## src/sv/ctcs_pkg.sv

```systemverilog
// ----------------------------------------------------------------------------
// ctcs_pkg
// shared types, widths and helpers of the circle tile-map collision step
// ----------------------------------------------------------------------------
package ctcs_pkg;

   localparam int MAP_SIDE_DEF = 32;
   localparam int MAP_CELLS    = 1024;
   localparam int ADDR_W       = 10;
   localparam int POS_W        = 21;
   localparam int COORD_W      = 24;
   localparam int WIN_W        = 7;
   localparam int RAD_W        = 16;
   localparam int SPD_W        = 12;
   localparam int DT_W         = 16;
   localparam int DIST_W       = 17;
   localparam int SQ_IN_W      = 46;
   localparam int SQ_ROOT_W    = 23;
   localparam int SQ_REM_W     = 26;
   localparam int DV_NUM_W     = 33;
   localparam int DV_DEN_W     = 16;
   localparam int DV_Q_W       = 17;
   localparam int CSR_IDX_W    = 2;
   localparam int CSR_DATA_W   = 16;

   localparam logic [POS_W-1:0]  POS_MAX      = 21'h1FFFFF;
   localparam logic [POS_W-1:0]  CENTRE_RESET = 21'd196608;
   localparam logic [POS_W-1:0]  HALF_TILE    = 21'd32768;
   localparam logic [DIST_W-1:0] ONE_TILE     = 17'd65536;
   localparam logic [15:0]       INV_SQRT2    = 16'd46341;
   localparam logic [RAD_W-1:0]  RADIUS_RESET = 16'd32768;
   localparam logic [SPD_W-1:0]  SPD_N_RESET  = 12'd512;
   localparam logic [SPD_W-1:0]  SPD_F_RESET  = 12'd1280;

   localparam logic [CSR_IDX_W-1:0] CSR_RADIUS     = 2'd0;
   localparam logic [CSR_IDX_W-1:0] CSR_SPEED_NORM = 2'd1;
   localparam logic [CSR_IDX_W-1:0] CSR_SPEED_FAST = 2'd2;

   localparam logic OP_TILE = 1'b0;
   localparam logic OP_MOVE = 1'b1;

   typedef struct packed {
      logic              we;
      logic [ADDR_W-1:0] addr;
      logic              wdata;
   } mem_req_type;

   typedef struct packed {
      logic busy;
      logic done;
   } unit_stat_type;

   function automatic logic [POS_W-1:0] sat_pos(input logic signed [COORD_W-1:0] v);
      logic [POS_W-1:0] r;
      if (v < 0) r = '0;
      else if (v > $signed({{(COORD_W-POS_W){1'b0}}, POS_MAX})) r = POS_MAX;
      else r = v[POS_W-1:0];
      return r;
   endfunction

   function automatic logic signed [1:0] dir_of(input logic [1:0] raw);
      logic signed [1:0] d;
      case (raw)
         2'b01:   d = 2'sb01;
         2'b00:   d = 2'sb00;
         default: d = 2'sb11;
      endcase
      return d;
   endfunction

endpackage

```

## src/sv/ctcs_tile_mem.sv

```systemverilog
// ----------------------------------------------------------------------------
// ctcs_tile_mem
// one-bit solid-tile map, single port, registered read
// ----------------------------------------------------------------------------
module ctcs_tile_mem (
   input  logic                 clock,
   input  ctcs_pkg::mem_req_type mem_req,
   output logic                 rd_data
);
   import ctcs_pkg::*;

   logic mem_ff [MAP_CELLS];

   always_ff @(posedge clock) begin
      if (mem_req.we) begin
         mem_ff[mem_req.addr] <= mem_req.wdata;
      end
      rd_data <= mem_ff[mem_req.addr];
   end

endmodule

```

## config.mk

```make
export PLATFORM = sky130hd
export DESIGN_NAME = ctcs_tile_mem
export DESIGN_NICKNAME = d
export VERILOG_FILES = /design/src/sv/ctcs_pkg.sv /design/src/sv/ctcs_tile_mem.sv
export SDC_FILE = /design/constraint.sdc
export NUM_CORES = 1
export LEC_CHECK = 0
export ABC_AREA = 1
export BUFFER_PORTS_ARGS = -buffer_cell sky130_fd_sc_hd__buf_2
export CORE_UTILIZATION = 42
export CTS_CLUSTER_SIZE = 24
export DETAILED_ROUTE_END_ITERATION = 10
export SKIP_CTS_REPAIR_TIMING = 1
export SLEW_MARGIN = 20
export SYNTH_ARGS = -nofsm -noshare
export SYNTH_HDL_FRONTEND = slang
export SYNTH_SLANG_ARGS = --single-unit
```

## constraint.sdc

```tcl
create_clock -name clock -period 2 [get_ports clock]
set_input_delay 0.1 -clock clock [delete_from_list [all_inputs] [get_ports clock]]
set_output_delay 0.1 -clock clock [all_outputs]
set_load 0.02 [all_outputs]
```

==> Word level (Yosys, flattened, before mapping) <==
Memories as Yosys holds them, arrays and structs flattened. A register that Yosys moved wholly into a read port is not among the register bits.
Index checks and enable logic that the tools add are counted.
{ "word_totals": {"output_inout_bits": 1, "memories": 1, "word_cells": 3, "ff_bits": 0, "ram_bits": 1024} }
{ "mem_list": {"columns": ["name", "words", "width", "rd", "rd_ports_with_merged_regs", "wr", "line_no", "rtl"], "rows": [
  ["mem_ff", 1024, 1, 1, 1, 1, "ctcs_tile_mem.sv:12", "logic mem_ff [MAP_CELLS];"]
]} }
{ "op_classes": {"mux": 2} }
{ "ops": {"columns": ["operator", "n"], "rows": [
  ["$mux W1", 2]
]} }

==> Logic depth before layout (Yosys ltp) <==
{ "logic_depth": {"ltp_word": 2, "depth_mapped": 17} }

==> Least setup slack after synthesis <==
OpenSTA, ideal clock, no wires.
{ "synth_path": {"kind": "input-to-reg", "startpoint": "input mem_req[3] in the netlist's numbering", "endpoint": "memory mem_ff[647], enable pin", "slack_ps": 160, "t_arrival_ps": 1541, "path_stages": 10, "n_path_buf": 4, "setup_ps": 299, "cell_sequence": "clkbuf_2 > inv_1 > nor3_4 > buf_4 > inv_1 > nor2_1 > nand2_1 > buf_2 > buf_2 > nor2_1"} }
{ "synth_rtl": {"columns": ["item", "line_no", "rtl"], "rows": [
  ["from (decl)", "ctcs_tile_mem.sv:7", "input ctcs_pkg::mem_req_type mem_req,"],
  ["to (decl)", "ctcs_tile_mem.sv:12", null]
]} }
Straight into the memory's write port.

==> results.cfg <==
[grt]
grt_pass1_wl_mm = 215
grt_max_degree = 108
grt_pass1_vias = 33654
grt_usage = 0.260
antenna_found_initial = 6
gr-total-overflow = 0

[sta]
fin_ws_ps = 81.1
clock.fmax_mhz = 521
worst_slew_pin_slew_ps = 858
fin_skew_ps = 20.5
rsz0062_at_grt = false
slew-limit-headroom = 0.428
layout_worst_path_cycle_share = 0.959
fin_crit_ps = 1920
setup_viol = 0
slew_violations = 0
fin_setup_tns_ps = 0
finalHoldViolCount = 0

[critical_path]
rr_worst_depth = 13
cp.buffers_inverters = 1
cp.depth = 13
crit_chain = nand3_1 > nand4_1 > nand2_1 > nand2_1 > nor2_2 > nand2_1 > nand2_1 > nand2_2 > o21ai_1 > buf_4 > nand2_1 > nor2_2 > nand2_1
r2r_end = rd_data
required_ps = 2590
worst_ep_arrival_time_ps = 2510
crit_end = rd_data
r2r_start = mem_ff[847]
worstSetupStartpoint = mem_ff[847]
r2r_slack_ps = 80
crit_family = simple AND/OR/NAND/NOR gates
worstSetupPathType = reg2reg
cp-start-kind = flop
cp_common_cell = nand2_1
slowest_stage = edfxtp_1
end_kind = flop
max_stage_delay_ps = 360
cp_max_fo = 1

[place]
dp.cells = 6270
portBuffers = 13
gp_congestion = 0.843
dp_hpwl_mm = 85.8
place_ws_ps = -375

[die]
pin_count = 14
start_util = 0.425
core_region_area_um2 = 109000
rows = 121
die_area_um2 = 112000
die_y_um = 334
die_x_um = 334

[cells_and_area]
n_antenna_cell = 0
regArea_um2 = 30800
fillers = 10046
area.growth.synth_to_final_pct = 16.6
multi_input_area_um2 = 13900
utilization = 0.495
nets = 4981
instances_no_fill = 6472
drive_gt1_frac = 0.114

[route]
post-route-drc-count = 0
post_drt_via_cell_ratio = 5.46
routedWlPerCell_um = 22.6
drtAntennaViolNets = 0
first_pass_iters = 7
drt_iter0_drc = 3967
finalWirelength_mm = 146
vias = 35348

[power_and_ir_drop]
p_leak_nw = 19.5
ir_drop_uv = 683
p_per_area_nw_per_um2 = 856

[logic_synthesis]
async_reset_ff_frac = 0
avgSynthCellArea_um2 = 9.48
ys_ff_latch = 1025
synth.distinct_cells = 19
netlist_instances = 4882
yosys_warnings = 0
ys.flop_type = edfxtp_1
seq_area_frac_synth = 0.665
synth-edff-count = 1024
synth_nets = 4895
syn_area_um2 = 46300

[clock_tree]
insertion_delay_ps = 700
clkTransAtPathRegs_ps = 60
cts_tree = built
clock_tree.root_cell = clkbuf_16
cts_sinks = 1025
cts_made_buffers = 109
htree_levels = 3
cts_buffer_depth = 3

[run_status]
status = finished clean

[flow_run]
cap_violations = 0

[hold_path]
hold_class = in2reg
min_path_cells = 5
==> per-layer routing <==
layer,global-route usage,share of wire,up-vias
li1,-,-,16209
met3,0.0361,0.076,278
met5,0,0.000048,-
met1,0.342,0.41,17429
met2,0.434,0.48,1430
met4,0.0997,0.037,2
==> cell usage after synthesis (8+ instances only) <==
library cell | instances | area share
buf_1 | 59 | 0.0048
buf_2 | 75 | 0.0081
clkbuf_1 | 245 | 0.020
edfxtp_1 | 1024 | 0.66
inv_1 | 28 | 0.0023
inv_2 | 9 | 0.00073
nand2_1 | 1846 | 0.15
nand3_1 | 308 | 0.033
nand4_1 | 135 | 0.018
nor2_1 | 1085 | 0.088
nor2_2 | 13 | 0.0018
nor3_1 | 23 | 0.0025
o21ai_1 | 8 | 0.00086
==> worst min-delay path, stage by stage <==
cell and delay (ps):
buf_2 130, nor3_1 50, buf_4 180, nand2_1 120
nor2_1 60
==> worst min path at each step <==
stage                            from    endpoint  slack [ps]
final                     mem_req[10]  mem_ff[14]         110
after global routing      mem_req[10]  mem_ff[14]         120
after global placement     mem_req[0]  mem_ff[68]         550
after floorplan            mem_req[0]   mem_ff[0]         200
after detailed placement   mem_req[0]  mem_ff[70]         560
after CTS                  mem_req[0]  mem_ff[70]        -170
==> logic make-up (layout without fill, tap and decap cells) <==
kind of cell,after synthesis,after routing,share of synthesized area
and+or+nand+nor,3417,3417,0.296
AOI/OAI and AO/OA,8,8,0.000865
DFF,1025,1025,0.665
buffers and inverters,432,608,0.0387
==> power breakdown <==
part           total (W)  switching [W]  internal, W
sequential        0.0236     0.00000715       0.0236
combinational    0.00310        0.00217     0.000924
clock             0.0195        0.00848       0.0110
==> cell usage in the layout, fill, tap and decap left out, types with 17 or more instances in the layout <==
cell,n
edfxtp_1,1024
buf_12,99
inv_1,28
clkinv_1,36
nor2_1,1079
nand2_2,20
nand2_1,1826
clkbuf_16,110
buf_4,255
clkbuf_1,24
nor2_2,17
nand3_1,301
nor3_1,22
nand4_1,135
==> flip-flops by register name, indices dropped and copies added (netlist names) <==
| name | count |
|---|---|
| mem_ff | 1024 |
| rd_data | 1 |
==> layout make-up <==
| class | count | share of cell area |
|---|---|---|
| sequential | 1025 | 0.570 |
| clock inverter | 67 | 0.0102 |
| tap | 1414 | 0.0328 |
| inverter | 39 | 0.00299 |
| clock buffer | 134 | 0.0527 |
| timing repair buffer | 368 | 0.0741 |
| multi-input combinational | 3425 | 0.257 |
==> through the flow <==
stage / power (W) / cell area, um^2 / hold slack [ps]
after global placement: 0.0271 / 50500 / 554
after floorplan: 0.0255 / 46300 / 199
after global routing: 0.0474 / 54000 / 123
after CTS: 0.0464 / 53900 / -169
final: 0.0462 / 54000 / 113
after detailed placement: 0.0271 / 50500 / 563
No activity file was read; power rests on OpenSTA's default activity.
