File: src/sv/ctcs_pkg.sv
// ----------------------------------------------------------------------------
// ctcs_pkg
// shared types, widths and helpers of the circle tile-map collision step
// ----------------------------------------------------------------------------
package ctcs_pkg;

   localparam int MAP_SIDE_DEF = 32;
   localparam int MAP_CELLS    = 1024;
   localparam int ADDR_W       = 10;
   localparam int POS_W        = 21;
   localparam int COORD_W      = 24;
   localparam int WIN_W        = 7;
   localparam int RAD_W        = 16;
   localparam int SPD_W        = 12;
   localparam int DT_W         = 16;
   localparam int DIST_W       = 17;
   localparam int SQ_IN_W      = 46;
   localparam int SQ_ROOT_W    = 23;
   localparam int SQ_REM_W     = 26;
   localparam int DV_NUM_W     = 33;
   localparam int DV_DEN_W     = 16;
   localparam int DV_Q_W       = 17;
   localparam int CSR_IDX_W    = 2;
   localparam int CSR_DATA_W   = 16;

   localparam logic [POS_W-1:0]  POS_MAX      = 21'h1FFFFF;
   localparam logic [POS_W-1:0]  CENTRE_RESET = 21'd196608;
   localparam logic [POS_W-1:0]  HALF_TILE    = 21'd32768;
   localparam logic [DIST_W-1:0] ONE_TILE     = 17'd65536;
   localparam logic [15:0]       INV_SQRT2    = 16'd46341;
   localparam logic [RAD_W-1:0]  RADIUS_RESET = 16'd32768;
   localparam logic [SPD_W-1:0]  SPD_N_RESET  = 12'd512;
   localparam logic [SPD_W-1:0]  SPD_F_RESET  = 12'd1280;

   localparam logic [CSR_IDX_W-1:0] CSR_RADIUS     = 2'd0;
   localparam logic [CSR_IDX_W-1:0] CSR_SPEED_NORM = 2'd1;
   localparam logic [CSR_IDX_W-1:0] CSR_SPEED_FAST = 2'd2;

   localparam logic OP_TILE = 1'b0;
   localparam logic OP_MOVE = 1'b1;

   typedef struct packed {
      logic              we;
      logic [ADDR_W-1:0] addr;
      logic              wdata;
   } mem_req_type;

   typedef struct packed {
      logic busy;
      logic done;
   } unit_stat_type;

   function automatic logic [POS_W-1:0] sat_pos(input logic signed [COORD_W-1:0] v);
      logic [POS_W-1:0] r;
      if (v < 0) r = '0;
      else if (v > $signed({{(COORD_W-POS_W){1'b0}}, POS_MAX})) r = POS_MAX;
      else r = v[POS_W-1:0];
      return r;
   endfunction

   function automatic logic signed [1:0] dir_of(input logic [1:0] raw);
      logic signed [1:0] d;
      case (raw)
         2'b01:   d = 2'sb01;
         2'b00:   d = 2'sb00;
         default: d = 2'sb11;
      endcase
      return d;
   endfunction

endpackage

File: src/sv/ctcs_isqrt.sv
// ----------------------------------------------------------------------------
// ctcs_isqrt
// floor square root, two radicand bits per cycle
// ----------------------------------------------------------------------------
module ctcs_isqrt (
   input  logic                            clock,
   input  logic                            reset,
   input  logic                            start,
   input  logic [ctcs_pkg::SQ_IN_W-1:0]    radicand,
   output logic [ctcs_pkg::SQ_ROOT_W-1:0]  root,
   output ctcs_pkg::unit_stat_type         stat
);
   import ctcs_pkg::*;

   localparam int STEPS = SQ_IN_W / 2;
   localparam int CNT_W = $clog2(STEPS + 1);

   logic [SQ_IN_W-1:0]   rad_ff, rad_in;
   logic [SQ_REM_W-1:0]  rem_ff, rem_in;
   logic [SQ_ROOT_W-1:0] root_ff, root_in;
   logic [CNT_W-1:0]     cnt_ff, cnt_in;
   logic                 busy_ff, busy_in, done_ff, done_in;
   logic [SQ_REM_W-1:0]  rem_t, trial;

   always_comb begin
      rem_t   = {rem_ff[SQ_REM_W-3:0], rad_ff[SQ_IN_W-1 -: 2]};
      trial   = {{(SQ_REM_W-SQ_ROOT_W-2){1'b0}}, root_ff, 2'b01};
      rad_in  = rad_ff;
      rem_in  = rem_ff;
      root_in = root_ff;
      cnt_in  = cnt_ff;
      busy_in = busy_ff;
      done_in = 1'b0;
      if (start) begin
         rad_in  = radicand;
         rem_in  = '0;
         root_in = '0;
         cnt_in  = CNT_W'(STEPS);
         busy_in = 1'b1;
      end else if (busy_ff) begin
         rad_in = {rad_ff[SQ_IN_W-3:0], 2'b00};
         if (rem_t >= trial) begin
            rem_in  = rem_t - trial;
            root_in = {root_ff[SQ_ROOT_W-2:0], 1'b1};
         end else begin
            rem_in  = rem_t;
            root_in = {root_ff[SQ_ROOT_W-2:0], 1'b0};
         end
         cnt_in = cnt_ff - 1'b1;
         if (cnt_ff == CNT_W'(1)) begin
            busy_in = 1'b0;
            done_in = 1'b1;
         end
      end
   end

   always_ff @(posedge clock) begin
      if (reset) begin
         busy_ff <= 1'b0;
         done_ff <= 1'b0;
         cnt_ff  <= '0;
      end else begin
         busy_ff <= busy_in;
         done_ff <= done_in;
         cnt_ff  <= cnt_in;
      end
   end

   always_ff @(posedge clock) begin
      rad_ff  <= rad_in;
      rem_ff  <= rem_in;
      root_ff <= root_in;
   end

   assign root      = root_ff;
   assign stat.busy = busy_ff;
   assign stat.done = done_ff;

endmodule

File: config.mk
export PLATFORM = sky130hd
export DESIGN_NAME = ctcs_isqrt
export DESIGN_NICKNAME = d
export VERILOG_FILES = /design/src/sv/ctcs_pkg.sv /design/src/sv/ctcs_isqrt.sv
export SDC_FILE = /design/constraint.sdc
export NUM_CORES = 1
export LEC_CHECK = 0
export BUFFER_PORTS_ARGS = -buffer_cell sky130_fd_sc_hd__buf_2
export CORE_ASPECT_RATIO = 1.4
export CORE_MARGIN = 10
export CORE_UTILIZATION = 35
export DETAILED_ROUTE_END_ITERATION = 7
export GPL_ROUTABILITY_DRIVEN = 0
export SLEW_MARGIN = 5
export SYNTH_ARGS = -nofsm -noshare
export SYNTH_HDL_FRONTEND = slang
export SYNTH_SLANG_ARGS = --single-unit
File: constraint.sdc
create_clock -name clock -period 4.85 [get_ports clock]
set_input_delay 1.455 -clock clock [delete_from_list [all_inputs] [get_ports clock]]
set_output_delay 1.455 -clock clock [all_outputs]
set_load 0.05 [all_outputs]
== Yosys cells after proc, flatten, opt, wreduce, memory -nomap -nowiden ==
Index checks and enable logic that the tools add are counted.

* Word-level logic and storage cells: 25
* Input port bits: 49
* Bits in registers: 100
* Output and inout bits: 25

* Multiplexer cells: 10
* Order comparisons: 1
* Add/subtract/negate cells: 2
* Reductions and logical operators: 3
* Eq/ne operators: 1
* Bitwise operators: 1

{| class="wikitable"
|+ Operator list
! kind !! count
|-
| 2-to-1 mux 46 bit || 2
|-
| >= comparator 26 x 25 -> 1 bit || 1
|-
| 2-to-1 mux 24 bit || 1
|-
| subtractor 24 bit || 1
|-
| 2-to-1 mux 5 bit || 2
|-
| equality test 5 x 1 -> 1 bit, second input constant || 1
|-
| 2-to-1 mux 1 bit || 5
|-
| subtractor 5 x 1 -> 5 bit, second input constant || 1
|-
| OR reduction 3 bit || 1
|-
| nonzero test 2 bit || 1
|-
| OR reduction 2 bit || 1
|-
| inverter 1 bit || 1
|}

== Depth between registers and ports, before layout ==
Gate-level depths: netlist of the first run.

* Depth after elaboration: 4
* Gate-level depth with buffers: 11
* Gate-level depth less buffers: 9

== Least setup slack after synthesis of the first run ==
No wires, ideal clock.

* Kind: in2reg
* Start: input start
* End: register rad_ff[0] (enable)
* Stages on the path: 4
* Slack: 1520 ps
* Data arrival time: 2930 ps
* Library setup time: 400 ps
* Data required time: 4450 ps
* Buffers on the path: 2
* Cell sequence: clkbuf_1 > nor2_1 > clkbuf_1 > inv_1

* Longest elaborated chain between the ends: 1

{| class="wikitable"
|+ RTL lines
! element !! RTL line !! source
|-
| start, declared || ctcs_isqrt.sv:8 || <nowiki>input logic start,</nowiki>
|-
| nonzero test 2 bit (no line) || - ||
|-
| end signal, assigned || ctcs_isqrt.sv:70 || <nowiki>rad_ff <= rad_in;</nowiki>
|-
| end, declared || ctcs_isqrt.sv:18 || <nowiki>logic [SQ_IN_W-1:0] rad_ff, rad_in;</nowiki>
|}

No other way between the ends.
A chain may end at the register's enable or synchronous reset.

== Worst setup path after layout of the first run ==
* Start: register root_ff[11], in the netlist root[11]
* End: register rem_ff[20]

* Longest elaborated chain between the ends: 2
* Elaborated cells on any way between the ends: 3
* Those cells by class: 1 x add/sub; 1 x order compare; 1 x mux

{| class="wikitable"
|+ RTL lines
! element !! RTL line !! source
|-
| start, declared || ctcs_isqrt.sv:20 || <nowiki>logic [SQ_ROOT_W-1:0] root_ff, root_in;</nowiki>
|-
| start signal, assigned || ctcs_isqrt.sv:72 || <nowiki>root_ff <= root_in;</nowiki>
|-
| subtractor 24 bit / >= comparator 26 x 25 -> 1 bit (equally long branches) || ctcs_isqrt.sv:43, ctcs_isqrt.sv:42 ||
|-
| 2-to-1 mux 24 bit * || ctcs_isqrt.sv:42 || <nowiki>if (rem_t >= trial) begin</nowiki>
|-
| end signal, assigned || ctcs_isqrt.sv:71 || <nowiki>rem_ff <= rem_in;</nowiki>
|-
| end, declared || ctcs_isqrt.sv:19 || <nowiki>logic [SQ_REM_W-1:0] rem_ff, rem_in;</nowiki>
|}

Mark *: on every way between the ends. The rest lies on a longest branch, timed or not.

==> impl_results.md, run 1 <==
* Die H at 170 microns
* Prevailing post-synth register cell: dfxtp_1
* Logic gate share of total power at 0.514
* #FFs+latches synth at 100
* Pint at 2.27 mW
* Largest net degree at the start of global routing at 58
* WP data arrival at 3370 ps
* DP HPWL at 9810 microns
* Bufs on Longest Clock Path at 2
* Reg2reg start: root[11]$_SDFFE_PP0P_
* Routed vias/inst at 5.30
* # H-tree levels at 3
* Net Sw Frac at 0.408
* Switch Pwr at 1.57 mW
* Gr ovfl total at 0
* Share of the clock period used by the worst path after layout at 0.649
* Total Neg Setup Slack at 0 ps
* Die span in x at 127 microns
* Synth unique cells at 62
* Worst skew pair latency at 340 ps
* Worst clock skew at 6.16 ps
* Leakage at 2.59 nW
* FMAX at 318 MHz
* Core area at 0.0157 sq mm
* Share of cells above drive strength 1 at 0.248
* Cell Area, Synth at 0.00561 sq mm
* Initial DRC count at 124
* Reported max-cap violation count at 0
* Vias at 4264
* DP Worst Slack at 1450 ps
* Peak VDD IR at 418 uV
* Asr flop ratio synth at 0
* # diodes at 0
* Critical Path Sink Type: register
* Tightest Hold Check Type: reg2reg
* Worst hold path startpoint: rem_ff[0]$_SDFFE_PP0P_
* Final setup fails at 0
* CP required at 5070 ps
* Rel. slew slack at 0.344
* Worst-path fanout max at 33
* Root Driver: clkbuf_16
* Die area at 0.0216 sq mm
* GR Layer Usage met1 at 0.141
* Seq/Total Area, Yosys at 0.439
* IO Pins at 74
* Total Nets Final at 679
* Area leader, netlist: edfxtp_1
* TritonCTS clock tree: yes
* Initial DRT Pass Iterations at 4
* # rows at 54
* Worst slew pin tran at 981 ps
* Status: finished, final reports clean
* Pins Over Slew Limit at 0
* Flop pwr share at 0.282
* Routed WL at 13200 microns
* # DRC at 0
* Post-route insts no fill at 804
* Global Route met3 Usage at 0.0354
* Initial Utilization at 0.358
* Top cells by area, synth: edfxtp_1 25%, dfxtp_1 19%, mux2_2 8.8%
* Synthesis-to-layout area growth at 14.2%
* First-pass GRT wire length at 22500 microns
* Avg WL per Cell at 16.5 microns
* Min Tclk post-route at 3150 ps
* Post-CTS sizing at 0
* Antenna Violating Nets Remaining at 0
* Vias in the first global route at 4468
* Worst setup path class: reg2reg
* GR peak layer: met2
* Inst Count DP at 788
* RSZ-0062 raised after global routing: no
* Power Density at 599 mW/mm^2
* GR Util met2 at 0.216
* Setup repair bufs after CTS at 0
* Synth top area share at 0.246
* Final WS setup at 1700 ps
* Post-synth EDFFs at 46
* Syn avg cell area at 10.2 sq um
* Worst Setup SP: root[11]$_SDFFE_PP0P_
* # clock sinks at 100
* Critical Path Source Type: register
* Initial antenna violation count at 0
* Gr usage total at 0.125
* Clock-pin transition on the worst setup and hold timing paths at 70 ps
* Final hold vios at 0
* Post-CTS Hold Buffers at 0
* Mapped Nets at 626
* Syn Inst Count at 550
* I/O Buffers at 73
* Clock group share of total power at 0.204
* Total CTS buffers at 9
* YS warnings at 0
[routing by layer]
| metal | vias to the layer above | share of wire | wire length (microns) |
|---|---|---|---|
| met2 | 81 | 0.51 | 6710 |
| met4 | 0 | 0.021 | 278 |
| met5 | - | 0 | 0 |
| li1 | 2106 | - | - |
| met1 | 2059 | 0.42 | 5610 |
| met3 | 18 | 0.047 | 623 |
[registers in the layout, summed over array words and instances, names as in the netlist]
| name | flops |
|---|---|
| root | 23 |
| rem_ff | 24 |
| cnt_ff | 5 |
| rad_ff | 46 |
| done_ff | 1 |
| busy_ff | 1 |
[final timing paths]
kind	to	slack [ps]	cells after the start
max	rem_ff[20]$_SDFFE_PP0P_	1700	9
min	rem_ff[0]$_SDFFE_PP0P_	490	2
max reg2reg	rem_ff[20]$_SDFFE_PP0P_	1700	9
min reg2reg	rem_ff[0]$_SDFFE_PP0P_	490	2
[worst max-delay path: stages (launching register included)]
cell and delay [ps]:
dfxtp_1 390, inv_1 60, ha_1 390, a21oi_1 220
o21ai_1 160, nor4_1 350, a21oi_2 160, o21ai_4 810
nand2b_1 380, o21ai_1 120
[metrics by stage]
step	power (mW)	hold slack [ps]	utilization	instance area (sq um)
6_report	3.84	488	0.409	6410
5_1_grt	4.13	505	0.409	6410
4_1_cts	3.86	489	0.409	6410
3_5_place_dp	3.06	479	0.388	6080
3_3_place_gp	3.03	472	0.388	6080
2_1_floorplan	2.70	442	-	5610
[placed cells by master, fill, tap and decap left out, types with 5 or more instances in the layout]
master	n
ha_1	27
a21o_1	9
nor3_1	7
buf_2	72
o21ai_1	17
a21oi_1	21
nor2_1	61
mux2i_1	30
a32oi_1	7
edfxtp_1	46
a211oi_1	9
nand2b_1	5
xnor2_1	10
nand3_1	11
inv_1	32
dfxtp_1	53
nand2_1	32
nor4_1	5
xor2_1	12
mux2_2	44
clkbuf_16	9
nand4_1	5
o21ai_0	8
[cells in the mapped netlist (all sizes together), types with 5 or more instances]
master  count
nand3      11
a32oi       7
mux2i      30
nand2      32
buf        15
nand4       5
edfxtp     46
nor3        7
clkbuf     19
mux2       45
inv        32
xor2       12
xnor2      10
and3        5
nand2b      5
o21ai      26
a21oi      24
dfxtp      54
ha         27
nor2       61
a211oi      9
a21o        9
nor4        5
[power groups by stage]
stage	clock (mW)	combinational, mW	sequential (mW)
after floorplan	0	1.63	1.08
after global placement	0	1.93	1.10
after detailed placement	0	1.97	1.10
after CTS	0.801	1.98	1.08
after global routing	0.834	2.20	1.10
final	0.782	1.97	1.08
[layout make-up]
class,count,area [sq um]
Fill cell,1548,9270
Multi-Input combinational cell,384,2860
Sequential cell,100,2460
Timing Repair Buffer,76,390
Tap cell,196,245
Clock buffer,10,229
Inverter,32,120
Clock inverter,6,96.3
[kinds of logic after synthesis]
group           count (synthesis)  synth area share
buf+inv                        66            0.0511
compound gates                109             0.143
xor+xnor                       22            0.0343
simple gates                  151             0.128
mux                            75             0.144
fa+ha+maj                      27            0.0602
flops                         100             0.439
No activity file was read; power rests on OpenSTA's default activity.
==> run 2: changes to the inputs <==
==> constraint.sdc (replaced) <==
create_clock -name clock -period 3.1 [get_ports clock]
set_input_delay 0.93 -clock clock [delete_from_list [all_inputs] [get_ports clock]]
set_output_delay 0.93 -clock clock [all_outputs]
set_load 0.05 [all_outputs]
==> impl_results.md, run 2 (same netlist as run 1, synthesis figures left out) <==
* Routed vias/inst at 5.41
* Bufs on Longest Clock Path at 2
* TritonCTS clock tree: yes
* Root Driver: clkbuf_16
* Gr ovfl total at 0
* Leakage at 2.63 nW
* Pint at 3.59 mW
* FMAX at 370 MHz
* Largest net degree at the start of global routing at 48
* Commonest non-fill, non-tap cells in the layout: 72 x buf_2, 61 x nor2_1, 53 x dfxtp_1
* Critical Path Source Type: register
* I/O Buffers at 73
* Total Nets Final at 687
* CP delay by family, top: compound AO/OA/AOI/OAI gates
* Commonest non-fill, non-tap cell in the layout: buf_2
* Flop pwr share at 0.278
* Gr usage total at 0.125
* CP Cell Sequence: inv_1, ha_1, and3_4, nand3_1, o41ai_2, o21ai_4, buf_4, or3_1, a311oi_2
* Max FFs per register at 46
* # DRC at 0
* IO Pins at 74
* Worst clock skew at 7.48 ps
* # diodes at 0
* Initial Utilization at 0.358
* Slowest stage delay, CP at 450 ps
* Worst skew pair latency at 340 ps
* Worst-path fanout max at 11
* Rel. slew slack at 0.500
* Worst slew pin tran at 738 ps
* Clock-pin transition on the worst setup and hold timing paths at 70 ps
* Total Neg Setup Slack at 0 ps
* Share of the clock period used by the worst path after layout at 0.871
* Share of cells above drive strength 1 at 0.260
* Peak VDD IR at 489 uV
* Vias in the first global route at 4487
* Initial antenna violation count at 0
* Routed WL at 13600 microns
* First-pass GRT wire length at 22300 microns
* Post-CTS Hold Buffers at 0
* Die span in x at 127 microns
* # rows at 54
* Multi-input gate area at 0.00286 sq mm
* WP data arrival at 2960 ps
* Avg WL per Cell at 16.8 microns
* Biggest register: rad_ff
* Min Tclk post-route at 2700 ps
* # H-tree levels at 3
* Pins Over Slew Limit at 0
* Logic gate share of total power at 0.533
* Core area at 0.0157 sq mm
* Critical path buffers and inverters at 2
* Post-route insts no fill at 812
* Die area at 0.0216 sq mm
* Setup repair bufs after CTS at 0
* Initial DRT Pass Iterations at 4
* Final hold vios at 0
* Die H at 170 microns
* Tightest Hold Check Type: reg2reg
* Sequential Area at 0.00246 sq mm
* Final setup fails at 0
* Switch Pwr at 2.50 mW
* # clock sinks at 100
* Net Sw Frac at 0.410
* Synthesis-to-layout area growth at 15.1%
* Antenna Violating Nets Remaining at 0
* Total CTS buffers at 9
* Clock group share of total power at 0.189
* Critical Path Sink Type: register
* Vias at 4395
* Worst setup path class: reg2reg
* Post-CTS sizing at 0
* Fillers at 1532
* Reported max-cap violation count at 0
* CP required at 3360 ps
* Power Density at 944 mW/mm^2
* DP HPWL at 10200 microns
* RSZ-0062 raised after global routing: no
* CP max stage cell: ha_1
* Initial DRC count at 147
* Status: finished, final reports clean
* Inst Count DP at 796
run 2: path summary, 6_finish.rpt:
kind                           from                      end  slack [ps]  depth (start not counted)
max           root[13]$_SDFFE_PP0P_  rem_ff[10]$_SDFFE_PP0P_         400                          9
min reg2reg  rem_ff[2]$_SDFFE_PP0P_   rem_ff[2]$_SDFFE_PP0P_         480                          2
max reg2reg   root[13]$_SDFFE_PP0P_  rem_ff[10]$_SDFFE_PP0P_         400                          9
min          rem_ff[2]$_SDFFE_PP0P_   rem_ff[2]$_SDFFE_PP0P_         480                          2
run 2: cell type report:
type / instances / share of cell area
clock buffer: 10 / 0.0370
multi-input combinational: 384 / 0.443
timing repair buffer: 84 / 0.0717
inverter: 32 / 0.0186
sequential: 100 / 0.382
clock inverter: 6 / 0.00969
tap: 196 / 0.0380
run 2: power by group through the flow:
stage	clock network [mW]	logic, mW	registers [mW]
finish	1.15	3.25	1.69
global route	1.21	3.54	1.71
CTS	1.18	3.22	1.69
detailed placement	0	3.20	1.72
global placement	0	3.14	1.72
floorplan	0	2.54	1.69
run 2: through the flow:
stage,utilization,area (sq um),hold WS [ps],worst slack [ps],power [mW]
detailed placement,0.393,6150,473,419,4.92
finish,0.412,6460,477,400,6.09
CTS,0.412,6460,482,402,6.09
global placement,0.393,6150,468,445,4.86
floorplan,-,5610,442,295,4.23
global route,0.412,6460,504,168,6.47
run 2: worst reg2reg max path: stages, from the launching register on:
cell and delay (ps):
dfxtp_1 370, inv_1 60, ha_1 450, and3_4 270
nand3_1 110, o41ai_2 430, o21ai_4 90, buf_4 190
or3_1 390, a311oi_2 260
run 2: routing by layer:
layer / vias to the layer above / track usage / wire, microns / part of all wire
li1: 2124 / - / - / -
met1: 2065 / 0.131 / 5220 / 0.38
met2: 165 / 0.214 / 6730 / 0.49
met3: 41 / 0.0438 / 1160 / 0.085
met4: 0 / 0.0685 / 532 / 0.039
met5: - / 0 / 0 / 0
==> run 3: changes to the inputs <==
--- a/config.mk
+++ b/config.mk
@@ -11,6 +11,7 @@
 export CORE_UTILIZATION = 35
 export DETAILED_ROUTE_END_ITERATION = 7
 export GPL_ROUTABILITY_DRIVEN = 0
+export RECOVER_POWER = 50
 export SLEW_MARGIN = 5
 export SYNTH_ARGS = -nofsm -noshare
 export SYNTH_HDL_FRONTEND = slang
==> impl_results.md, run 3 (same netlist as run 1, synthesis figures left out) <==
* Synthesis-to-layout area growth at 14.5%
* WP data arrival at 2970 ps
* Die area at 0.0216 sq mm
* Power Density at 948 mW/mm^2
* Setup repair bufs after CTS at 0
* Final hold vios at 0
* # clock sinks at 100
* # diodes at 0
* Switch Pwr at 2.50 mW
* Status: finished, final reports clean
* Final setup fails at 0
* TritonCTS clock tree: yes
* Routed vias/inst at 5.41
* Vias at 4389
* Max FFs per register at 46
* Worst skew pair latency at 340 ps
* Reg2reg end: rem_ff[10]$_SDFFE_PP0P_
* Total CTS buffers at 9
* Share of cells above drive strength 1 at 0.224
* Gr usage total at 0.125
* Tightest Hold Check Type: reg2reg
* Rel. slew slack at 0.255
* Final core occ at 0.410
* Pint at 3.59 mW
* Reg2reg start: root[13]$_SDFFE_PP0P_
* Leakage at 2.53 nW
* Biggest register: rad_ff
* Initial Utilization at 0.358
* Logic gate share of total power at 0.533
* Antenna Violating Nets Remaining at 0
* Initial DRC count at 154
* Pins Over Slew Limit at 0
* Worst setup path class: reg2reg
* # DRC at 0
* Commonest non-fill, non-tap cells in the layout: 61 x nor2_1, 53 x dfxtp_1, 50 x buf_2
* Clock-pin transition on the worst setup and hold timing paths at 70 ps
* Reported max-cap violation count at 0
* RSZ-0062 raised after global routing: no
* Die span in x at 127 microns
* Post-CTS Hold Buffers at 0
* # H-tree levels at 3
* First-pass GRT wire length at 22300 microns
* Gr ovfl total at 0
* Share of the clock period used by the worst path after layout at 0.879
* Root Driver: clkbuf_16
* Reg2reg path depth at 9
* Core area at 0.0157 sq mm
* Critical Path Sink Type: register
* Largest net degree at the start of global routing at 48
* Post-CTS sizing at 0
* Initial DRT Pass Iterations at 5
* Worst-path fanout max at 11
* Vias in the first global route at 4487
* Initial antenna violation count at 0
* Final Total Pwr at 6.09 mW
* Reg-to-reg slack, setup at 380 ps
* DP HPWL at 10200 microns
* Min Tclk post-route at 2720 ps
* Peak VDD IR at 493 uV
* Die H at 170 microns
* Commonest non-fill, non-tap cell in the layout: nor2_1
* Bufs on Longest Clock Path at 2
* Flop pwr share at 0.278
* Fillers at 1542
* Routed WL at 13700 microns
* Worst slew pin tran at 1120 ps
* Total Nets Final at 687
* Avg WL per Cell at 16.8 microns
* IO Pins at 74
* Worst clock skew at 6.79 ps
* Total Neg Setup Slack at 0 ps
* Worst hold path startpoint: rem_ff[2]$_SDFFE_PP0P_
* Hold Path Sink: rem_ff[2]$_SDFFE_PP0P_
* I/O Buffers at 73
* FMAX at 367 MHz
* Net Sw Frac at 0.411
* Hold path cells at 2
* Clock group share of total power at 0.189
* # rows at 54
* Critical Path Source Type: register
* CP required at 3340 ps
run 3: changes by cell type in the layout (fill, tap and decap cells not counted), sizes merged:
cell    change
clkbuf     +23
buf        -23
run 3: layer usage:
layer | vias up | part of all wire | global-route usage
met5 | - | 0 | 0
met4 | 0 | 0.039 | 0.0685
met3 | 42 | 0.080 | 0.0438
met2 | 166 | 0.49 | 0.214
met1 | 2059 | 0.39 | 0.131
li1 | 2122 | - | -
run 3: cell type report:
cell class	count	area [sq um]	area share
timing repair buffer	84	433	0.0674
tap	196	245	0.0382
inverter	32	120	0.0187
clock inverter	6	62.6	0.00974
multi-input combinational	384	2860	0.445
sequential	100	2460	0.383
clock buffer	10	239	0.0372
run 3: critical path, stage by stage (launching register included):
cell and delay (ps):
dfxtp_1 370, inv_1 60, ha_1 450, and3_4 270
nand3_1 110, o41ai_2 430, o21ai_4 90, buf_4 190
or3_1 390, a311oi_2 260
run 3: metrics by stage:
step	area (sq um)	setup slack [ps]	cells	hold WS, ps
after floorplan	5610	295	550	442
after global placement	6150	445	796	468
after detailed placement	6150	419	796	473
after CTS	6460	402	812	482
after global routing	6430	150	812	504
final	6430	376	812	477
run 3: worst max-delay path by stage:
stage	startpoint	to	slack [ps]
3_5_place_dp	root[15]$_SDFFE_PP0P_	rem_ff[10]$_SDFFE_PP0P_	420
4_1_cts	root[15]$_SDFFE_PP0P_	rem_ff[10]$_SDFFE_PP0P_	400
5_1_grt	root[15]$_SDFFE_PP0P_	rem_ff[10]$_SDFFE_PP0P_	150
6_report	root[13]$_SDFFE_PP0P_	rem_ff[10]$_SDFFE_PP0P_	380
2_1_floorplan	start	rad_ff[0]$_SDFFCE_PN0P_	290
3_3_place_gp	root[15]$_SDFFE_PP0P_	rem_ff[10]$_SDFFE_PP0P_	450
run 3: power groups by stage:
stage	clock [mW]	sequential (mW)	combinational [mW]
after global placement	0	1.72	3.14
after floorplan	0	1.69	2.54
after global routing	1.21	1.71	3.54
after detailed placement	0	1.72	3.20
after CTS	1.18	1.69	3.22
final	1.15	1.69	3.25
