$ cat config.mk
export PLATFORM = sky130hd
export DESIGN_NAME = ctcs_div
export DESIGN_NICKNAME = d
export VERILOG_FILES = /design/src/sv/ctcs_pkg.sv /design/src/sv/ctcs_div.sv
export SDC_FILE = /design/constraint.sdc
export NUM_CORES = 1
export LEC_CHECK = 0
export BUFFER_PORTS_ARGS = -buffer_cell sky130_fd_sc_hd__buf_2
export CORE_ASPECT_RATIO = 1.4
export CORE_MARGIN = 1.5
export CORE_UTILIZATION = 40
export DETAILED_ROUTE_END_ITERATION = 7
export PLACE_DENSITY = 0.66
export SYNTH_ARGS = -nofsm -noshare
export SYNTH_HDL_FRONTEND = slang
export SYNTH_SLANG_ARGS = --single-unit
$ cat constraint.sdc
create_clock -name clock -period 2 [get_ports clock]
set_input_delay 0.1 -clock clock [delete_from_list [all_inputs] [get_ports clock]]
set_output_delay 0.1 -clock clock [all_outputs]
set_load 0.005 [all_outputs]
$ cat src/sv/ctcs_pkg.sv
// ----------------------------------------------------------------------------
// ctcs_pkg
// shared types, widths and helpers of the circle tile-map collision step
// ----------------------------------------------------------------------------
package ctcs_pkg;

   localparam int MAP_SIDE_DEF = 32;
   localparam int MAP_CELLS    = 1024;
   localparam int ADDR_W       = 10;
   localparam int POS_W        = 21;
   localparam int COORD_W      = 24;
   localparam int WIN_W        = 7;
   localparam int RAD_W        = 16;
   localparam int SPD_W        = 12;
   localparam int DT_W         = 16;
   localparam int DIST_W       = 17;
   localparam int SQ_IN_W      = 46;
   localparam int SQ_ROOT_W    = 23;
   localparam int SQ_REM_W     = 26;
   localparam int DV_NUM_W     = 33;
   localparam int DV_DEN_W     = 16;
   localparam int DV_Q_W       = 17;
   localparam int CSR_IDX_W    = 2;
   localparam int CSR_DATA_W   = 16;

   localparam logic [POS_W-1:0]  POS_MAX      = 21'h1FFFFF;
   localparam logic [POS_W-1:0]  CENTRE_RESET = 21'd196608;
   localparam logic [POS_W-1:0]  HALF_TILE    = 21'd32768;
   localparam logic [DIST_W-1:0] ONE_TILE     = 17'd65536;
   localparam logic [15:0]       INV_SQRT2    = 16'd46341;
   localparam logic [RAD_W-1:0]  RADIUS_RESET = 16'd32768;
   localparam logic [SPD_W-1:0]  SPD_N_RESET  = 12'd512;
   localparam logic [SPD_W-1:0]  SPD_F_RESET  = 12'd1280;

   localparam logic [CSR_IDX_W-1:0] CSR_RADIUS     = 2'd0;
   localparam logic [CSR_IDX_W-1:0] CSR_SPEED_NORM = 2'd1;
   localparam logic [CSR_IDX_W-1:0] CSR_SPEED_FAST = 2'd2;

   localparam logic OP_TILE = 1'b0;
   localparam logic OP_MOVE = 1'b1;

   typedef struct packed {
      logic              we;
      logic [ADDR_W-1:0] addr;
      logic              wdata;
   } mem_req_type;

   typedef struct packed {
      logic busy;
      logic done;
   } unit_stat_type;

   function automatic logic [POS_W-1:0] sat_pos(input logic signed [COORD_W-1:0] v);
      logic [POS_W-1:0] r;
      if (v < 0) r = '0;
      else if (v > $signed({{(COORD_W-POS_W){1'b0}}, POS_MAX})) r = POS_MAX;
      else r = v[POS_W-1:0];
      return r;
   endfunction

   function automatic logic signed [1:0] dir_of(input logic [1:0] raw);
      logic signed [1:0] d;
      case (raw)
         2'b01:   d = 2'sb01;
         2'b00:   d = 2'sb00;
         default: d = 2'sb11;
      endcase
      return d;
   endfunction

endpackage

$ cat src/sv/ctcs_div.sv
// ----------------------------------------------------------------------------
// ctcs_div
// unsigned restoring divider, one quotient bit per cycle
// ----------------------------------------------------------------------------
module ctcs_div (
   input  logic                          clock,
   input  logic                          reset,
   input  logic                          start,
   input  logic [ctcs_pkg::DV_NUM_W-1:0] numer,
   input  logic [ctcs_pkg::DV_DEN_W-1:0] denom,
   output logic [ctcs_pkg::DV_Q_W-1:0]   quot,
   output ctcs_pkg::unit_stat_type       stat
);
   import ctcs_pkg::*;

   localparam int CNT_W = $clog2(DV_NUM_W + 1);

   logic [DV_NUM_W-1:0] num_ff, num_in, q_ff, q_in;
   logic [DV_DEN_W-1:0] den_ff, den_in;
   logic [DV_DEN_W:0]   rem_ff, rem_in, rem_t;
   logic [CNT_W-1:0]    cnt_ff, cnt_in;
   logic                busy_ff, busy_in, done_ff, done_in;

   always_comb begin
      rem_t   = {rem_ff[DV_DEN_W-1:0], num_ff[DV_NUM_W-1]};
      num_in  = num_ff;
      q_in    = q_ff;
      den_in  = den_ff;
      rem_in  = rem_ff;
      cnt_in  = cnt_ff;
      busy_in = busy_ff;
      done_in = 1'b0;
      if (start) begin
         num_in  = numer;
         den_in  = denom;
         q_in    = '0;
         rem_in  = '0;
         cnt_in  = CNT_W'(DV_NUM_W);
         busy_in = 1'b1;
      end else if (busy_ff) begin
         num_in = {num_ff[DV_NUM_W-2:0], 1'b0};
         if (rem_t >= {1'b0, den_ff}) begin
            rem_in = rem_t - {1'b0, den_ff};
            q_in   = {q_ff[DV_NUM_W-2:0], 1'b1};
         end else begin
            rem_in = rem_t;
            q_in   = {q_ff[DV_NUM_W-2:0], 1'b0};
         end
         cnt_in = cnt_ff - 1'b1;
         if (cnt_ff == CNT_W'(1)) begin
            busy_in = 1'b0;
            done_in = 1'b1;
         end
      end
   end

   always_ff @(posedge clock) begin
      if (reset) begin
         busy_ff <= 1'b0;
         done_ff <= 1'b0;
         cnt_ff  <= '0;
      end else begin
         busy_ff <= busy_in;
         done_ff <= done_in;
         cnt_ff  <= cnt_in;
      end
   end

   always_ff @(posedge clock) begin
      num_ff <= num_in;
      q_ff   <= q_in;
      den_ff <= den_in;
      rem_ff <= rem_in;
   end

   assign quot      = q_ff[DV_Q_W-1:0];
   assign stat.busy = busy_ff;
   assign stat.done = done_ff;

endmodule

## Word level (Yosys, flattened, before mapping)

Cells that the tools add are included.

| word-level totals | value |
|---|---|
| register bits | 90 |
| bits of input ports | 52 |
| output and inout port bits | 19 |
| word-level logic and storage cells | 26 |

| cells by class | value |
|---|---|
| add/sub/neg operators | 2 |
| order comparisons | 1 |
| eq/ne operators | 1 |
| multiplexer cells | 10 |
| bitwise operators | 1 |
| reductions and logical operators | 3 |

Operators with widths:

| cell | count |
|---|---|
| $mux 33 | 2 |
| $ge 17x16->1 | 1 |
| $mux 16 | 1 |
| $sub 16x16->16 | 1 |
| $mux 6 | 2 |
| $eq 6x1->1 const B | 1 |
| $sub 6x1->6 const B | 1 |
| $mux 1 | 5 |
| $reduce_or 3->1 | 1 |
| $reduce_bool 2->1 | 1 |
| $reduce_or 2->1 | 1 |
| $not 1->1 | 1 |

## Depth between registers and ports, before layout

Gate-level depths: netlist of run 1.

| logic depth | value |
|---|---|
| depth in word-level cells | 4 |
| depth in mapped cells | 11 |

## Least setup slack after synthesis of run 1

Ideal clock, no wire load.

| timing path | value |
|---|---|
| path type | register to register |
| from | reg den_ff[6] |
| to | reg rem_ff[0] |
| arrival time | 2134 ps |
| data required time | 1921 ps |
| slack | -214 ps |
| stages on the path, launching flop included | 11 |
| path buffers | 1 |
| path through | edfxtp_1 -> inv_1 -> ha_1 -> a21o_1 -> a221oi_2 -> nor2_1 -> a211oi_2 -> a22oi_2 -> buf_6 -> mux2_4 -> a211oi_2 |

| on the way | value |
|---|---|
| cells in the longest elaborated chain, start to end | 2 |

Ends and longest elaborated chain:

| what | RTL line | text |
|---|---|---|
| start: declaration | ctcs_div.sv:19 | `logic [DV_DEN_W-1:0] den_ff, den_in;` |
| start signal: assignment | ctcs_div.sv:72 | `den_ff <= den_in;` |
| $ge 17x16->1 | ctcs_div.sv:42 | `if (rem_t >= {1'b0, den_ff}) begin` |
| $mux 16 | ctcs_div.sv:42 |  |
| end signal: assignment | ctcs_div.sv:73 | `rem_ff <= rem_in;` |
| end: declaration | ctcs_div.sv:20 | `logic [DV_DEN_W:0] rem_ff, rem_in, rem_t;` |

No other way between the ends.
A chain may end at the register's enable or synchronous reset.

## Final worst setup path of run 1

Same ends and word-level chain as after synthesis.

==> impl_metrics.csv, run 1 <==
group,metric,value,unit
outcome,status,"finished with violations",
outcome,failed_checks,"setup timing",
layout,nets,580,
drt,first_iter_violations,110,
drt,wl,9.21,mm
global_route,grt_pass1_vias,3496,
layout,num-fill-cells,964,
worst_setup_path,critPathArrivalTime,2500,ps
sta,holdWs,39.6,ps
synth,yosys.area.top_type,"edfxtp_1",
layout,final_area,5850,sq um
synth,synthArstFlopShare,0,%
sta,setup_slack,-252,ps
power_and_ir_drop,peakVddDrop,0.000547,V
drt,drc,0,
worst_setup_path,crit_start,"den_ff[6]",
floorplanning,coreArea,10500,sq um
drt,avgViaCountPerCell,4.96,
synth,ys.warnings.count,0,
worst_setup_path,crit_slowest_cell,"edfxtp_1",
sta,fmax,444,MHz
worst_hold_path,hold_start,"reset",
worst_setup_path,end_kind,"flip-flop",
worst_setup_path,critical_path.most_common_cell,"a211oi_2",
clocking,cts_tree,"done",
power_and_ir_drop,p_leak,0.00246,uW
drt,drtAntennaViolNets,0,
sta,slew_headroom,55.6,%
floorplanning,fp.dieH,126,microns
sta,min_period_over_period,113,%
synth,synth_cell_types,46,
layout,syn_to_final_growth,34.8,%
placed_design,numPortBuffers,70,
floorplanning,fp-row-count,44,
floorplanning,dieArea,11500,sq um
synth,ys_ff_latch,90,
worst_setup_path,crit_path_max_incr_delay,390,ps
worst_hold_path,hp-class,"input pin to flip-flop",
global_route,antenna_found_initial,0,
worst_setup_path,reg2reg_slack,-250,ps
floorplanning,start_util,41.5,%
placed_design,dp.cells,616,
synth,syn_area_per_cell,11.6,sq um
clocking,numCtsBuffers,9,
clocking,ctsHtreeMaxLevel,3,
worst_setup_path,reg2reg_depth,10,
worst_hold_path,hold_depth,2,
synth,syn_nets,445,
floorplanning,io-pin-count,71,
flow_run,cap_violations,0,
layout,layout.cells.non_filler,652,
worst_setup_path,crit_chain,"inv_2 > ha_4 > a21o_1 > a221oi_4 > nor2_2 > a211oi_2 > a22oi_2 > buf_4 > mux2_4 > a211oi_2",
synth,synth_most_common_cell,"edfxtp_1",
clocking,clock_sinks,90,
worst_setup_path,r2r_start,"den_ff[6]",
placed_design,gp_congestion,0.853,
sta,hold_viol_final,0,
placed_design,hpwlAfterDp,6.58,mm
drt,drt_pre_antenna_iters,4,
power_and_ir_drop,power_density,795,nW/um^2
worst_setup_path,crit_type,"flip-flop to flip-flop",
synth,synth-seq-area-share,52.8,%
synth,synth_commonest_cells,"edfxtp_1, nor2_1, dfxtp_1",
clocking,clock_latency,330,ps
floorplanning,die_w,91.0,microns
clocking,clkTransAtPathRegs,60,ps
drt,wl_per_cell,14.1,microns
layout,num_antenna_cells,0,
synth,synth-main-ff-cell,"edfxtp_1",
clocking,cts.path.max_buffers,2,
sta,skew,5.89,ps
worst_setup_path,crit_fanout,3,
synth,synth_top_cell_area_share,33.9,%
sta,worstMarginPinSlew,663,ps
synth,synth_edf_count,49,
global_route,grt_use_total,16.8,%
worst_setup_path,crit_path_start_kind,"flip-flop",
synth,syn_area,4340,sq um
worst_setup_path,required,2250,ps
synth,synthTopCellsByArea,"edfxtp_1, dfxtp_1, mux2_2",
sta,finalMaxSlewViolations,0,
synth,synthCells,374,
sta,period_needed,2250,ps
drt,num_vias,3236,
sta,rsz0062_at_grt,"yes",
global_route,grt_start_max_net_pins,34,
clocking,clock-root-buffer,"clkbuf_16",
sta,setup_viol,17,
layout,drive_above_1_share,40.7,%
placed_design,place_area,5210,sq um
global_route,grt_overflow,0,
global_route,grt_pass1_wl,15.4,mm
## flip-flops by register name, indices dropped and copies added (netlist names)
name     cells
cnt_ff       6
done_ff      1
q_ff        17
den_ff      16
rem_ff      16
busy_ff      1
num_ff      33
## routing by layer
| metal | global-route usage [%] | part of all wire (%) | up-vias |
|---|---|---|---|
| li1 | - | - | 1610 |
| met1 | 18.2 | 42 | 1555 |
| met2 | 31.1 | 53 | 54 |
| met3 | 3.26 | 2.7 | 17 |
| met4 | 7.54 | 2.4 | 0 |
| met5 | 0 | 0 | - |
## layout make-up
type	instances	area (sq um)	area share (%)
clock buffers	13	273	4.66
clock inverters	3	22.5	0.385
inverters	22	82.6	1.41
multi-input cells	244	2060	35.2
flip-flops and latches	90	2290	39.2
well taps	138	173	2.95
repair buffers	142	945	16.2
## worst paths after layout
kind | endpoint
worst min register to register | rem_ff[15]
worst min-delay path | cnt_ff[5]
worst max-delay path | rem_ff[0]
worst max register to register | rem_ff[0]
## report_power, final
part / switching (uW) / internal [uW] / total, uW
registers: 52.1 / 2100 / 2150
logic: 399 / 454 / 853
clock network: 686 / 960 / 1650
total: 1140 / 3510 / 4650
## logic make-up (layout without fill, tap and decap cells)
group / after synthesis / count (layout) / synth area share [%]
xor+xnor: 18 / 18 / 3.63
compound gates: 58 / 58 / 9.43
flops: 90 / 90 / 52.8
fa+ha+maj: 19 / 19 / 5.65
simple gates: 85 / 85 / 8.56
buf+inv: 40 / 180 / 4.07
mux: 64 / 64 / 15.8
## cells in the final DEF (no fill, tap or decap), types with 3 or more instances in the layout
| cell type | netlist | routed |
|---|---|---|
| buf_2 | 0 | 69 |
| buf_4 | 2 | 54 |
| edfxtp_1 | 49 | 49 |
| nor2_1 | 47 | 44 |
| dfxtp_1 | 41 | 40 |
| mux2_2 | 33 | 33 |
| mux2i_1 | 30 | 30 |
| inv_1 | 22 | 18 |
| dlygate4sd3_1 | 0 | 16 |
| nand2_1 | 14 | 13 |
| ha_1 | 18 | 13 |
| xnor2_1 | 11 | 10 |
| clkbuf_16 | 0 | 10 |
| a21oi_1 | 9 | 8 |
| a211oi_1 | 11 | 8 |
| nor3_1 | 8 | 8 |
| xor2_1 | 7 | 7 |
| o21ai_0 | 11 | 6 |
| a21o_1 | 6 | 6 |
| o21ai_1 | 2 | 6 |
| a211oi_2 | 2 | 5 |
| inv_2 | 0 | 4 |
| ha_4 | 0 | 4 |
| o21a_1 | 3 | 3 |
| nor2b_1 | 3 | 3 |
| buf_6 | 1 | 3 |
## worst max-delay path: cells and delay by family (launching register included)
family                     cells  cell delay [ps]
buffers and inverters          2              240
muxes                          1              290
AOI/OAI and AO/OA              5              990
and+or+nand+nor                1               60
DFF                            1              390
adders and majority gates      1              190
## metrics by stage
step	power, uW	TNS (ps)	util (%)	setup slack [ps]
after CTS	4640	-2960	54.7	-246
final	4650	-2580	55.9	-252
after floorplan	2650	-1360	-	-165
after global placement	2930	-2800	49.8	-231
after detailed placement	2940	-4060	49.8	-333
after global routing	4860	-4790	55.9	-356
## what timing repair did
| item | 4_1_cts | 5_1_grt |
|---|---|---|
| hold buffers | 16 | 0 |
| pin swaps | 9 | 8 |
| setup endpoints to repair | 17 | 17 |
| endpoints found under the hold margin | 16 | 0 |
| buffers inserted | 3 | 3 |
| gates resized for setup | 6 | 22 |
(Power assumes the default switching activity.)
==> run 2: changes to the inputs <==
Settings changed: ABC_AREA set to 1.
==> impl_metrics.csv, run 2 <==
group,metric,value,unit
synth,yosys.area_share.simple,28.9,%
drt,drc,0,
clocking,clkTransAtPathRegs,70,ps
synth,syn_nets,668,
layout,largest_register_ffs,33,
layout,final_common_cell,"nand2_1",
sta,hold_viol_final,0,
synth,synth_edf_count,49,
synth,ys.warnings.count,0,
floorplanning,start_util,41.1,%
layout,reg_top3,"num_ff x33, q_ff x17",
worst_hold_path,hold_start,"numer[0]",
synth,synth_most_common_cell,"nand2_1",
floorplanning,fp.dieH,131,microns
outcome,status,"finished clean",
clocking,clock_sinks,90,
global_route,grt_start_max_net_pins,48,
synth,synthMuxAreaShare,0,%
drt,first_iter_violations,143,
synth,synthXorXnorAreaFrac,0.376,%
layout,nets,780,
worst_hold_path,whs_endpoint,"num_ff[0]",
worst_setup_path,crit_path_start_kind,"flip-flop",
synth,synth_top_cell_area_share,31.6,%
floorplanning,dieArea,12300,sq um
synth,yosys.area.top_type,"edfxtp_1",
worst_hold_path,hold_depth,3,
worst_setup_path,required,2230,ps
sta,period_needed,1900,ps
synth,synth_adder_area_share,5.26,%
drt,avgViaCountPerCell,4.82,
worst_setup_path,reg2reg_depth,13,
synth,synth_compound_area_share,6.93,%
placed_design,hpwlAfterDp,8.36,mm
layout,layout_common_cells,"nand2_1, inv_1, buf_2",
clocking,clock_latency,340,ps
global_route,grt_overflow,0,
worst_hold_path,hp-class,"input pin to flip-flop",
sta,worstMarginPinSlew,453,ps
floorplanning,coreArea,11300,sq um
worst_setup_path,r2r_end,"rem_ff[7]",
synth,synth_cell_types,38,
synth,synth_top_family_by_area,"simple AND/OR/NAND/NOR gates",
floorplanning,io-pin-count,71,
flow_run,cap_violations,0,
clocking,clock-root-buffer,"clkbuf_16",
placed_design,numPortBuffers,70,
global_route,grt_pass1_wl,18.5,mm
sta,finalSetupTns,0,ps
sta,fmax,525,MHz
power_and_ir_drop,power_density,721,nW/um^2
drt,wl,11.5,mm
worst_setup_path,crit_type,"flip-flop to flip-flop",
global_route,grt_pass1_vias,4124,
drt,drt_pre_antenna_iters,4,
sta,holdWs,12.3,ps
placed_design,gp_congestion,0.892,
sta,slew_headroom,69.7,%
synth,ys_ff_latch,90,
synth,syn_area,4660,sq um
clocking,cts_tree,"done",
synth,synthCells,597,
global_route,grt_use_total,19.2,%
sta,setup_viol,0,
synth,synthArstFlopShare,0,%
synth,synth-seq-area-share,49.2,%
global_route,antenna_found_initial,0,
drt,num_vias,4132,
layout,num_antenna_cells,0,
floorplanning,die_w,94.2,microns
worst_setup_path,end_kind,"flip-flop",
clocking,cts.path.max_buffers,2,
sta,finalMaxSlewViolations,0,
synth,syn_area_per_cell,7.80,sq um
layout,largest-register,"num_ff",
worst_setup_path,crit_fanout,8,
synth,synth-main-ff-cell,"edfxtp_1",
synth,synthTopCellsByArea,"edfxtp_1, dfxtp_1, nand2_1",
power_and_ir_drop,power,4410,uW
worst_setup_path,reg2reg_slack,100,ps
sta,skew,6.33,ps
floorplanning,fp-row-count,46,
drt,drtAntennaViolNets,0,
layout,drive_above_1_share,24.9,%
drt,wl_per_cell,13.3,microns
synth,synth_commonest_cells,"nand2_1, inv_1, edfxtp_1",
layout,syn_to_final_growth,31.3,%
power_and_ir_drop,p_leak,0.00294,uW
power_and_ir_drop,peakVddDrop,0.000515,V
worst_setup_path,critPathArrivalTime,2130,ps
sta,min_period_over_period,95.2,%
clocking,ctsHtreeMaxLevel,3,
clocking,numCtsBuffers,9,
layout,num-fill-cells,1069,
worst_setup_path,r2r_start,"den_ff[7]",
==> run 2: cell type report <==
cell class                 instances  area [sq um]  share of cell area [%]
clock buffer                      11           264                    4.32
clock inverter                     5          41.3                   0.675
multi-input combinational        398          2210                    36.2
sequential                        90          2290                    37.5
inverter                          91           344                    5.63
tap                              144           180                    2.95
timing repair buffer             119           781                    12.8
==> run 2: per-layer routing <==
layer  track usage (%)  share of wire (%)  vias to the layer above
met5                 0                  0                        -
met4              9.75                1.7                        0
met3              3.88                3.6                       12
met2              34.5                 53                       87
met1              21.4                 41                     1909
li1                  -                  -                     2124
==> run 2: what timing repair did <==
item | in CTS | in global routing
hold endpoints to repair | 18 | 0
cloned | 0 | 1
gates resized for setup | 2 | 55
buffers inserted | 0 | 2
endpoints found under the setup margin | 9 | 17
hold buffers | 17 | 0
pin swaps | 0 | 12
==> run 2: worst max-delay path by stage <==
stage	start	to	slack [ps]	depth (start not counted)
3_5_place_dp	num_ff[32]	rem_ff[8]	-60	11
6_report	den_ff[7]	rem_ff[7]	100	13
2_1_floorplan	den_ff[7]	rem_ff[4]	180	11
4_1_cts	den_ff[8]	rem_ff[7]	1	13
3_3_place_gp	den_ff[0]	rem_ff[8]	-20	10
5_1_grt	den_ff[15]	rem_ff[7]	-2	13
==> run 2: critical path, stage by stage (launching register included) <==
cell and delay (ps):
edfxtp_1 360, inv_1 100, ha_4 230, nand2_2 100, nor2_2 60, nand4_1 90, nand2_1 90, nor2_4 250
nand2_8 110, buf_4 150, nand2_1 60, nand2_1 50, nor2_1 100, nor2_1 40
==> run 2: stage by stage <==
stage | cell area (sq um) | setup slack [ps] | std cells | util [%]
global route | 6110 | -2.27 | 858 | 53.9
detailed placement | 5330 | -62.3 | 822 | 47.0
global placement | 5330 | -24.8 | 822 | 47.0
finish | 6110 | 96.5 | 858 | 53.9
CTS | 5820 | 1.30 | 855 | 51.3
floorplan | 4660 | 176 | 597 | -
==> run 2: kinds of logic after synthesis <==
kind of cell	Yosys count
buf+inv	110
compound gates	56
simple gates	320
fa+ha+maj	19
flops	90
xor+xnor	2
==> run 2: power breakdown <==
part	internal, uW	switching [uW]	total [uW]	leakage (uW)
clock network	969	735	1700	0.000154
logic	247	334	581	0.00196
registers	2080	43.0	2120	0.000827
total	3300	1110	4410	0.00294
==> run 3: changes to the inputs <==
Settings changed: CTS_CLUSTER_SIZE set to 16, MAX_ROUTING_LAYER set to met4.
==> impl_metrics.csv, run 3 (synthesis results as in run 2) <==
group,metric,value,unit
clocking,clock_latency,340,ps
sta,hold_viol_final,0,
sta,finalSetupTns,0,ps
drt,drc,0,
drt,num_vias,4146,
layout,layout_common_cells,"nand2_1, inv_1, buf_2",
placed_design,gp_congestion,0.934,
floorplanning,io-pin-count,71,
worst_setup_path,crit_type,"flip-flop to flip-flop",
clocking,cts_tree,"done",
global_route,grt_pass1_wl,17.9,mm
clocking,clock-root-buffer,"clkbuf_16",
layout,final_common_cell,"nand2_1",
worst_hold_path,hp-class,"input pin to flip-flop",
clocking,numCtsBuffers,9,
sta,setup_viol,0,
sta,fmax,521,MHz
layout,drive_above_1_share,23.9,%
drt,drtAntennaViolNets,0,
sta,finalMaxSlewViolations,0,
outcome,status,"finished clean",
floorplanning,fp-row-count,46,
layout,nets,776,
worst_setup_path,crit_chain,"ha_1 > fa_2 > inv_2 > nand3_1 > nand3_2 > buf_4 > nand2_1 > nand3_1 > nand2_1 > nand3_1 > nor2_2 > nor2_1 > nor2_1",
placed_design,dp.cells,817,
power_and_ir_drop,power,4280,uW
power_and_ir_drop,power_density,709,nW/um^2
placed_design,numPortBuffers,70,
sta,skew,6.26,ps
layout,largest_register_ffs,33,
floorplanning,coreArea,11300,sq um
sta,holdWs,22.0,ps
drt,drt_pre_antenna_iters,6,
flow_run,cap_violations,0,
global_route,grt_start_max_net_pins,48,
clocking,cts.path.max_buffers,2,
floorplanning,start_util,41.1,%
worst_setup_path,end_kind,"flip-flop",
sta,min_period_over_period,96.0,%
layout,largest-register,"num_ff",
power_and_ir_drop,p_leak,0.00290,uW
layout,layout.cells.non_filler,854,
global_route,grt_use_total,19.4,%
global_route,grt_pass1_vias,3950,
global_route,grt_overflow,0,
sta,worstMarginPinSlew,471,ps
worst_setup_path,crit_slowest_cell,"edfxtp_1",
layout,syn_to_final_growth,29.4,%
worst_setup_path,crit_fanout,5,
placed_design,hpwlAfterDp,8.30,mm
drt,first_iter_violations,206,
worst_setup_path,crit_path_max_incr_delay,380,ps
floorplanning,dieArea,12300,sq um
layout,reg_top3,"num_ff x33, q_ff x17",
worst_setup_path,critical_path.most_common_cell,"nand3_1",
power_and_ir_drop,peakVddDrop,0.000520,V
layout,fin_util,53.2,%
global_route,antenna_found_initial,0,
clocking,clock_sinks,90,
layout,num_antenna_cells,0,
clocking,ctsHtreeMaxLevel,3,
sta,period_needed,1920,ps
drt,wl,11.3,mm
floorplanning,die_w,94.2,microns
sta,slew_headroom,68.5,%
worst_setup_path,crit_path_start_kind,"flip-flop",
floorplanning,fp.dieH,131,microns
drt,avgViaCountPerCell,4.85,
worst_setup_path,required,2230,ps
clocking,clkTransAtPathRegs,60,ps
drt,wl_per_cell,13.2,microns
worst_setup_path,critPathArrivalTime,2150,ps
run 3: worst paths after layout:
path | start | to | slack [ps] | cells after the start
worst max-delay path | den_ff[0] | rem_ff[12] | 80 | 13
worst min-delay path | numer[0] | num_ff[0] | 20 | 3
worst max register to register | den_ff[0] | rem_ff[12] | 80 | 13
worst min register to register | q_ff[16] | q_ff[16] | 480 | 2
run 3: repair_timing:
action	CTS	global route
gates cloned	0	1
buffers inserted	0	3
hold buffers	17	0
endpoints found under the setup margin	11	16
pin swaps	0	7
gates resized for setup	4	49
endpoints found under the hold margin	18	0
run 3: metal layers:
layer	wire length (microns)	global-route usage, %
met3	466	3.07
met1	4590	21.5
met4	242	8.52
met5	0	-
met2	5980	34.3
run 3: layout make-up:
| class | count | area, sq um |
|---|---|---|
| fill | 1059 | 5310 |
| sequential | 90 | 2290 |
| multi-input combinational | 398 | 2190 |
| timing repair buffer | 115 | 743 |
| inverter | 91 | 349 |
| clock buffer | 10 | 229 |
| tap | 144 | 180 |
| clock inverter | 6 | 45.0 |
run 3: worst max-delay path, delay by kind of cell, from the launching register on:
kind	cells	cell delay, ps
adder cells (fa/ha/maj)	2	590
buffers and inverters	2	190
flip-flops	1	380
AND/OR/NAND/NOR	9	660
run 3: stage by stage:
| step | instance area, sq um | setup slack, ps |
|---|---|---|
| after detailed placement | 5300 | -50.3 |
| after CTS | 5750 | 23.1 |
| after floorplan | 4660 | 176 |
| final | 6030 | 80.5 |
| after global routing | 6030 | -25.6 |
| after global placement | 5300 | -32.2 |
run 3: report_power, final:
group          total, uW  internal [uW]  switching (uW)
registers           2120           2080            38.6
logic                569            241             328
clock network       1590            856             733
